### src/hw/rtl/bpa_pkg.sv
// shared types, codes and helper functions of the buddy page allocator
package bpa_pkg;

    // default sizing
    localparam int DEF_POOL_PAGES = 32768;
    localparam int DEF_MAX_BLOCKS = 64;

    // largest block in pages
    localparam logic [16:0] SIZE_CAP = 17'd32768;

    // request types
    localparam logic REQ_ALLOC = 1'b0;
    localparam logic REQ_FREE  = 1'b1;

    // result status codes
    localparam logic [1:0] ST_OK       = 2'd0;
    localparam logic [1:0] ST_NO_BLOCK = 2'd1;
    localparam logic [1:0] ST_FULL     = 2'd2;

    // one free table entry
    typedef struct packed {
        logic        valid;
        logic [14:0] base;
        logic [15:0] size;
    } entry_t;

    // highest set bit of v, as a value
    function automatic logic [15:0] msb_val(input logic [15:0] v);
        logic [15:0] r;
        r = 16'd0;
        for (int i = 0; i < 16; i++)
        begin
            if (v[i])
            begin
                r = 16'd1 << i;
            end
        end
        return r;
    endfunction

    // index of the highest set bit of v
    function automatic logic [4:0] log2_idx(input logic [16:0] v);
        logic [4:0] r;
        r = 5'd0;
        for (int i = 0; i < 17; i++)
        begin
            if (v[i])
            begin
                r = 5'(i);
            end
        end
        return r;
    endfunction

    // smallest power of two not below c, zero taken as one
    function automatic logic [16:0] round_pow2(input logic [15:0] c);
        logic [15:0] d;
        logic [16:0] r;
        d = c - 16'd1;
        r = 17'd1;
        if (c > 16'd1)
        begin
            for (int i = 0; i < 16; i++)
            begin
                if (d[i])
                begin
                    r = 17'd2 << i;
                end
            end
        end
        return r;
    endfunction

endpackage

### src/hw/rtl/bpa_cell.sv
// one free table cell of the rotating entry ring
module bpa_cell (
    input  logic            clk,
    input  logic            rst_n,
    input  logic            en,
    input  bpa_pkg::entry_t d,
    output bpa_pkg::entry_t q
);
    import bpa_pkg::*;

    logic        valid_reg;
    logic [14:0] base_reg;
    logic [15:0] size_reg;

    // valid flag, cleared at reset
    always_ff @(posedge clk or negedge rst_n)
    begin
        if (!rst_n)
        begin
            valid_reg <= 1'b0;
        end
        else if (en)
        begin
            valid_reg <= d.valid;
        end
    end

    // entry payload
    always_ff @(posedge clk)
    begin
        if (en)
        begin
            base_reg <= d.base;
            size_reg <= d.size;
        end
    end

    assign q = '{valid: valid_reg, base: base_reg, size: size_reg};

endmodule

### src/hw/rtl/buddy_page_allocator.sv
// buddy page allocator top level: entry ring and request sequencer
//
// Requests enter on start when busy is low: req_type selects allocate or
// free, page_count is rounded up to a power of two, base_page names the
// block being freed. Each request gives one result, shown for one cycle
// with done high: status, block_base, block_pages and free_total. The
// receiver cannot stall; results are simply presented.
// The free table is a ring of MAX_BLOCKS cells that rotates, while busy,
// by one entry a cycle past the sequencer, which reads and rewrites the
// head cell. One pass takes the ring once round. An allocate takes two
// passes; one that fails ends after the first pass. A free takes one pass
// per merge search, up to two per merge level and at most 30 passes, then
// an insert pass. Writing pool_pages on the cfg channel (accepted while
// idle) rebuilds the table in one pass; after reset the same rebuild of a
// POOL_PAGES pool, capped at 32768 pages, runs with busy high before the
// first request.
module buddy_page_allocator #(
    parameter int POOL_PAGES = bpa_pkg::DEF_POOL_PAGES,
    parameter int MAX_BLOCKS = bpa_pkg::DEF_MAX_BLOCKS
) (
    input  logic        clk,
    input  logic        rst_n,
    input  logic        start,
    output logic        busy,
    input  logic        req_type,
    input  logic [15:0] page_count,
    input  logic [14:0] base_page,
    output logic        done,
    output logic [1:0]  status,
    output logic [14:0] block_base,
    output logic [15:0] block_pages,
    output logic [15:0] free_total,
    input  logic        cfg_valid,
    output logic        cfg_ready,
    input  logic [15:0] cfg_data
);
    import bpa_pkg::*;

    localparam int CW = $clog2(MAX_BLOCKS);
    localparam int EW = $clog2(MAX_BLOCKS + 1);
    localparam int CAP_PAGES = (POOL_PAGES < 32768) ? POOL_PAGES : 32768;
    localparam logic [16:0] CAP_W = 17'(CAP_PAGES);

    typedef enum logic [6:0] {
        S_IDLE    = 7'b0000001,
        S_REBUILD = 7'b0000010,
        S_AFIND   = 7'b0000100,
        S_ASPLIT  = 7'b0001000,
        S_FLOWER  = 7'b0010000,
        S_FUPPER  = 7'b0100000,
        S_FINSERT = 7'b1000000
    } state_t;

    state_t          state_reg, state_next;
    logic [CW-1:0]   cnt_reg, cnt_next;
    logic [15:0]     top_reg, top_next;
    logic [15:0]     pf_reg, pf_next;
    logic [16:0]     n_reg, n_next;
    logic [14:0]     cb_reg, cb_next;
    logic [15:0]     cs_reg, cs_next;
    logic            found_reg, found_next;
    logic            ok_reg, ok_next;
    logic [15:0]     bs_reg, bs_next;
    logic [14:0]     bb_reg, bb_next;
    logic [EW-1:0]   empt_reg, empt_next;
    logic            flag_reg, flag_next;
    logic            up_reg, up_next;
    logic [15:0]     h_reg, h_next;
    logic [14:0]     lb_reg, lb_next;
    logic            done_reg, done_next;
    logic [1:0]      st_reg, st_next;
    logic [14:0]     ob_reg, ob_next;
    logic [15:0]     op_reg, op_next;

    entry_t ring_q [MAX_BLOCKS];
    entry_t ring_d [MAX_BLOCKS];
    entry_t head, head_new;
    logic   shift;
    logic   last;

    // rotating ring of cells, head at cell zero
    genvar g;
    generate
        for (g = 0; g < MAX_BLOCKS; g++)
        begin : g_cell
            if (g == MAX_BLOCKS - 1)
            begin : g_tail
                assign ring_d[g] = head_new;
            end
            else
            begin : g_mid
                assign ring_d[g] = ring_q[g+1];
            end
            bpa_cell u_cell (
                .clk   (clk),
                .rst_n (rst_n),
                .en    (shift),
                .d     (ring_d[g]),
                .q     (ring_q[g])
            );
        end
    endgenerate

    assign head  = ring_q[0];
    assign shift = (state_reg != S_IDLE);
    assign last  = (cnt_reg == CW'(MAX_BLOCKS - 1));

    assign busy        = (state_reg != S_IDLE);
    assign cfg_ready   = (state_reg == S_IDLE) && !start;
    assign done        = done_reg;
    assign status      = st_reg;
    assign block_base  = ob_reg;
    assign block_pages = op_reg;
    assign free_total  = pf_reg;

    // sequencer
    always_comb
    begin
        logic [16:0] rn;
        logic [16:0] nf;
        logic [15:0] s;
        logic [15:0] hh;
        logic        pending;
        logic        mlow;
        logic        mup;
        logic        msel;
        logic [4:0]  need;
        logic [15:0] cs2;

        state_next = state_reg;
        cnt_next   = cnt_reg;
        top_next   = top_reg;
        pf_next    = pf_reg;
        n_next     = n_reg;
        cb_next    = cb_reg;
        cs_next    = cs_reg;
        found_next = found_reg;
        ok_next    = ok_reg;
        bs_next    = bs_reg;
        bb_next    = bb_reg;
        empt_next  = empt_reg;
        flag_next  = flag_reg;
        up_next    = up_reg;
        h_next     = h_reg;
        lb_next    = lb_reg;
        done_next  = 1'b0;
        st_next    = st_reg;
        ob_next    = ob_reg;
        op_next    = op_reg;
        head_new   = head;

        rn      = round_pow2(page_count);
        nf      = (rn > SIZE_CAP) ? SIZE_CAP : rn;
        s       = msb_val(top_reg);
        hh      = h_reg >> 1;
        pending = ({1'b0, h_reg} > n_reg);
        mlow    = head.valid && (head.size == cs_reg) &&
                  (({2'b0, head.base} + {1'b0, cs_reg}) == {2'b0, cb_reg});
        mup     = head.valid && (head.size == cs_reg) &&
                  (({2'b0, cb_reg} + {1'b0, cs_reg}) == {2'b0, head.base});
        msel    = head.valid && (head.size == bs_reg) && (head.base == bb_reg);
        need    = 5'd0;
        cs2     = cs_reg << 1;

        if (shift)
        begin
            cnt_next = last ? '0 : cnt_reg + CW'(1);
        end

        unique case (state_reg)
            S_IDLE:
            begin
                if (start)
                begin
                    flag_next = 1'b0;
                    up_next   = 1'b0;
                    if (req_type == REQ_ALLOC)
                    begin
                        n_next     = rn;
                        ok_next    = (rn <= SIZE_CAP) && (rn <= {1'b0, pf_reg});
                        found_next = 1'b0;
                        empt_next  = '0;
                        state_next = S_AFIND;
                    end
                    else
                    begin
                        n_next     = nf;
                        cb_next    = base_page;
                        cs_next    = nf[15:0];
                        state_next = (nf >= SIZE_CAP) ? S_FINSERT : S_FLOWER;
                    end
                end
                else if (cfg_valid)
                begin
                    top_next   = ({1'b0, cfg_data} > CAP_W) ? CAP_W[15:0] : cfg_data;
                    pf_next    = 16'd0;
                    state_next = S_REBUILD;
                end
            end

            // top-down decomposition, one block per cell
            S_REBUILD:
            begin
                if (top_reg != 16'd0)
                begin
                    head_new = '{valid: 1'b1, base: 15'(top_reg - s), size: s};
                    top_next = top_reg - s;
                    pf_next  = pf_reg + s;
                end
                else
                begin
                    head_new.valid = 1'b0;
                end
                if (last)
                begin
                    state_next = S_IDLE;
                end
            end

            // smallest fitting block at the lowest base, count empty cells
            S_AFIND:
            begin
                if (ok_reg && head.valid && ({1'b0, head.size} >= n_reg) &&
                    (!found_reg || (head.size < bs_reg) ||
                     ((head.size == bs_reg) && (head.base < bb_reg))))
                begin
                    found_next = 1'b1;
                    bs_next    = head.size;
                    bb_next    = head.base;
                end
                if (!head.valid)
                begin
                    empt_next = empt_reg + EW'(1);
                end
                if (last)
                begin
                    // halvings from the chosen block down to the request size
                    need = log2_idx({1'b0, bs_next}) - log2_idx(n_reg);
                    if (!found_next)
                    begin
                        done_next  = 1'b1;
                        st_next    = ST_NO_BLOCK;
                        ob_next    = 15'd0;
                        op_next    = 16'd0;
                        state_next = S_IDLE;
                    end
                    else if ((32'(empt_next) + 32'd1) < 32'(need))
                    begin
                        done_next  = 1'b1;
                        st_next    = ST_FULL;
                        ob_next    = 15'd0;
                        op_next    = 16'd0;
                        state_next = S_IDLE;
                    end
                    else
                    begin
                        h_next     = bs_next;
                        flag_next  = 1'b0;
                        state_next = S_ASPLIT;
                    end
                end
            end

            // take the chosen block out, drop the upper halves into free cells
            S_ASPLIT:
            begin
                if (!flag_reg && msel)
                begin
                    flag_next = 1'b1;
                    if (pending)
                    begin
                        head_new = '{valid: 1'b1, base: bb_reg + hh[14:0], size: hh};
                        h_next   = hh;
                    end
                    else
                    begin
                        head_new.valid = 1'b0;
                    end
                end
                else if (!head.valid && pending)
                begin
                    head_new = '{valid: 1'b1, base: bb_reg + hh[14:0], size: hh};
                    h_next   = hh;
                end
                if (last)
                begin
                    done_next  = 1'b1;
                    st_next    = ST_OK;
                    ob_next    = bb_reg;
                    op_next    = n_reg[15:0];
                    pf_next    = pf_reg - n_reg[15:0];
                    state_next = S_IDLE;
                end
            end

            // merge with the lower buddy, note an upper one
            S_FLOWER:
            begin
                if (mlow && !flag_reg)
                begin
                    head_new.valid = 1'b0;
                    flag_next      = 1'b1;
                    lb_next        = head.base;
                end
                if (mup)
                begin
                    up_next = 1'b1;
                end
                if (last)
                begin
                    if (flag_next)
                    begin
                        cb_next    = lb_next;
                        cs_next    = cs2;
                        state_next = ({1'b0, cs2} >= SIZE_CAP) ? S_FINSERT : S_FLOWER;
                    end
                    else if (up_next)
                    begin
                        state_next = S_FUPPER;
                    end
                    else
                    begin
                        state_next = S_FINSERT;
                    end
                    flag_next = 1'b0;
                    up_next   = 1'b0;
                end
            end

            // merge with the upper buddy
            S_FUPPER:
            begin
                if (mup && !flag_reg)
                begin
                    head_new.valid = 1'b0;
                    flag_next      = 1'b1;
                end
                if (last)
                begin
                    flag_next  = 1'b0;
                    up_next    = 1'b0;
                    cs_next    = cs2;
                    state_next = ({1'b0, cs2} >= SIZE_CAP) ? S_FINSERT : S_FLOWER;
                end
            end

            // place the merged block in the first free cell
            S_FINSERT:
            begin
                if (!head.valid && !flag_reg)
                begin
                    head_new  = '{valid: 1'b1, base: cb_reg, size: cs_reg};
                    flag_next = 1'b1;
                end
                if (last)
                begin
                    done_next  = 1'b1;
                    st_next    = flag_next ? ST_OK : ST_FULL;
                    ob_next    = 15'd0;
                    op_next    = n_reg[15:0];
                    pf_next    = flag_next ? pf_reg + n_reg[15:0] : pf_reg;
                    state_next = S_IDLE;
                end
            end

            default:
            begin
                state_next = S_IDLE;
            end
        endcase
    end

    // control state
    always_ff @(posedge clk or negedge rst_n)
    begin
        if (!rst_n)
        begin
            state_reg <= S_REBUILD;
            cnt_reg   <= '0;
            top_reg   <= CAP_W[15:0];
            pf_reg    <= 16'd0;
            found_reg <= 1'b0;
            ok_reg    <= 1'b0;
            empt_reg  <= '0;
            flag_reg  <= 1'b0;
            up_reg    <= 1'b0;
            done_reg  <= 1'b0;
        end
        else
        begin
            state_reg <= state_next;
            cnt_reg   <= cnt_next;
            top_reg   <= top_next;
            pf_reg    <= pf_next;
            found_reg <= found_next;
            ok_reg    <= ok_next;
            empt_reg  <= empt_next;
            flag_reg  <= flag_next;
            up_reg    <= up_next;
            done_reg  <= done_next;
        end
    end

    // request payload and result registers
    always_ff @(posedge clk)
    begin
        n_reg  <= n_next;
        cb_reg <= cb_next;
        cs_reg <= cs_next;
        bs_reg <= bs_next;
        bb_reg <= bb_next;
        h_reg  <= h_next;
        lb_reg <= lb_next;
        st_reg <= st_next;
        ob_reg <= ob_next;
        op_reg <= op_next;
    end

endmodule

### config.mk
export PLATFORM = sky130hd
export DESIGN_NAME = buddy_page_allocator
export DESIGN_NICKNAME = d
export VERILOG_FILES = /design/src/hw/rtl/bpa_pkg.sv /design/src/hw/rtl/bpa_cell.sv /design/src/hw/rtl/buddy_page_allocator.sv
export SDC_FILE = /design/constraint.sdc
export NUM_CORES = 2
export LEC_CHECK = 0
export BUFFER_PORTS_ARGS = -buffer_cell sky130_fd_sc_hd__buf_4
export CAP_MARGIN = 5
export CORE_ASPECT_RATIO = 0.6
export CORE_MARGIN = 2
export CORE_UTILIZATION = 60
export DETAILED_ROUTE_END_ITERATION = 12
export GPL_TIMING_DRIVEN = 1
export PLACE_DENSITY = 0.76
export SLEW_MARGIN = 20
export SYNTH_ARGS = -nofsm -noshare
export SYNTH_HDL_FRONTEND = slang
export SYNTH_SLANG_ARGS = --single-unit
### constraint.sdc
create_clock -name clk -period 65 [get_ports clk]
set_input_delay 0 -clock clk [delete_from_list [all_inputs] [get_ports clk]]
set_output_delay 0 -clock clk [all_outputs]
set_load 0.02 [all_outputs]
==> impl_metrics.yaml <==
layout:
  largest_reg_flops: 1024
  syn2layout_area_growth_pct: 12.2
  nets: 4832
  final_cell_mix: "2127 x edfxtp_1, 335 x nand2_1, 195 x nor2_1, 188 x clkbuf_16, 167 x ha_1"
  nFillCells: 8343
  drive_above_1_share_pct: 10.4
  layout_commonest_cell: "edfxtp_1"
cts:
  cts_buffers: 184
  clk_transition_reported_paths_ns: 0.07
  clkSinkCount: 2248
  clockRootBuffer: "clkbuf_16"
  clk_path_buf_depth: 3
  clk_latency_ns: 0.82
  cts_resized: 0
  cts_htree_levels: 4
  cts_tree: "done"
floorplanning:
  initial_utilization_pct: 60.5
  rows: 103
  die_w_um: 474
  io_pins: 104
  die_h_um: 286
  coreArea_sq_um: 132000
  dieArea_sq_um: 136000
min_path:
  hp-class: "input port to flop"
route:
  vias: 38100
  drc_errors: 0
  vias_per_cell: 5.83
  drt_wl_total_um: 165000
  postRouteAntennaNets: 0
  first_pass_iters: 8
  wl_per_cell_um: 25.2
  drtIter0Drc: 4801
placed_design:
  place_congestion: 0.972
  io_buffers: 103
  dp_hpwl_um: 104000
sta:
  final.setup_skew_ns: 0.0381
  max-slew-margin-rel_pct: 15.9
  rsz0062_at_grt: "no"
  finalCriticalPeriod_ns: 8.19
  final_hold_viol_count: 0
  setup_viol: 0
  max_freq_mhz: 122
  setup_tns_ns: 0
  period_share_pct: 12.6
  slew_violations: 0
  tightest_slew_ns: 1.24
global_routing:
  grt_max_degree: 190
  use_met2_pct: 31.7
  grt_pass1_wl_um: 240000
  met1_usage_pct: 40.0
  grtUsageTotal_pct: 24.5
  overflow: 0
  grt_antenna_before_repair: 10
  grt-busiest-layer: "met1"
  use_met3_pct: 7.87
  grt_pass1_vias: 36000
critical_path:
  worstPathMaxFanout: 86
  cp-end-kind: "flop"
  startpoint_type: "flop"
  critPathKind: "flop to flop"
  required_ns: 65.43
  worstPathArrival_ns: 8.62
synthesis:
  synth_seq_cells: 2248
  syn_avg_cell_area_sq_um: 18.7
  yosysWarnings: 0
  synth_area_sq_um: 79600
  syn-num-nets: 4492
  ys_seq_area_share_pct: 84.0
  synthCells: 4267
  synthDistinctLibCells: 96
  ys_async_sr_fraction_pct: 5.38
  synth_edf_count: 2127
  synth_ff_type: "edfxtp_1"
power_and_ir_drop:
  p_total_w: 0.00454
  power.static_leakage_nw: 29.7
  ir_drop_uv: 69.2
  power.density_nw_per_um2: 50.8
status:
  status: "completed"
job:
  cap_viol_max_count: 0
==> synth_stat cells (all sizes together) (8+ instances only) <==
cell	n	share of area, %
edfxtp	2127	80
a2111oi	10	0.11
ha	167	2.6
nand3b	13	0.13
dfrtp	119	3.7
nor3	58	0.36
nor2b	22	0.17
mux2	54	0.76
a211oi	20	0.19
nor2	200	0.94
or4	8	0.080
nand2b	12	0.094
clkbuf	77	0.39
nor4	24	0.22
buf	19	0.13
o21ai	138	0.87
nand3	77	0.52
a21o	34	0.32
o31ai	31	0.29
and3	22	0.18
a31oi	22	0.17
a221oi	17	0.19
or3	19	0.15
a211o	10	0.11
o211ai	24	0.23
xnor2	62	0.68
o21a	26	0.25
inv	112	0.53
xor2	58	0.64
mux2i	12	0.15
nor3b	11	0.13
a21oi	156	0.98
a22oi	15	0.14
and2	15	0.12
nand2	335	1.6
nand4	25	0.20
o41ai	11	0.12
==> routing by layer <==
layer	wire [um]	share of wire [%]
met5	0	0
met4	3200	1.9
met3	17300	10
met2	65900	40
met1	78600	48
==> worst paths after layout <==
path / slack [ns] / start / cells after the start / end
max in group asynchronous: 63.93 / rst_n / 4 / g_cell[5].u_cell.valid_reg
setup / recovery: 56.81 / state_reg[6] / 12 / g_cell[18].u_cell.base_reg[3]
min in group asynchronous: 0.31 / rst_n / 3 / top_reg[15]
hold / removal: 0.07 / base_page[10] / 3 / cb_reg[10]
setup reg to reg: 56.81 / state_reg[6] / 12 / g_cell[18].u_cell.base_reg[3]
hold reg to reg: 0.40 / g_cell[36].u_cell.base_reg[12] / 0 / g_cell[35].u_cell.base_reg[12]
==> logic make-up (layout without fill, tap and decap cells) <==
logic type	Yosys count	after routing	share of synthesized area [%]
muxes	66	66	0.914
xor gates and xnor gates	120	120	1.32
other	0	1	0
AOI/OAI and AO/OA	586	586	4.77
adders and majority gates	174	174	2.79
DFF	2248	2248	84.0
and+or+nand+nor	863	863	5.14
buffers and inverters	210	695	1.06
==> worst max-delay path, cell delays in order (launching register included) <==
cell and delay (ns):
dfrtp_1 0.71, nor2_1 0.24, nand2_1 0.13, nor3_1 0.05, buf_4 0.17, inv_8 0.41
buf_4 0.73, buf_4 0.83, buf_4 0.79, buf_4 0.87, buf_4 0.77, buf_4 0.89
buf_4 0.90
==> where the power goes <==
part	internal, W	total (W)	switching, W	leakage, nW
Sequential	0.00249	0.00268	0.000184	20.6
Combinational	0.000152	0.000812	0.000660	6.37
Clock	0.000553	0.00105	0.000498	2.74
Total	0.00320	0.00454	0.00134	29.7
==> stage by stage <==
step | area [sq um] | util, % | std cells | worst slack (ns) | hold slack (ns)
6_report | 89300 | 67.9 | 6538 | 56.81 | 0.0734
4_1_cts | 89300 | 67.9 | 6536 | 56.83 | 0.00708
3_5_place_dp | 82800 | 62.9 | 6117 | 56.80 | 0.0665
5_1_grt | 89300 | 67.9 | 6537 | 56.06 | 0.0511
3_3_place_gp | 82800 | 62.9 | 6117 | 57.07 | 0.0578
2_1_floorplan | 79600 | - | 4267 | 13.36 | -0.296
==> area by class of cell <==
type / count / area [sq um] / area share (%)
timing repair buffer: 250 / 2150 / 2.41
antenna: 1 / 2.50 / 0.00280
sequential: 2248 / 66900 / 74.9
clock buffer: 238 / 4900 / 5.49
multi-input combinational: 1809 / 12000 / 13.4
inverter: 114 / 435 / 0.487
tap: 1785 / 2230 / 2.50
clock inverter: 93 / 737 / 0.825
==> timing repair <==
action / CTS / global route
hold buffers: 88 / 0
hold endpoints to repair: 148 / 0
setup endpoints to repair: 0 / 0
setup buffers: 0 / 0
No activity file was read; power rests on OpenSTA's default activity.
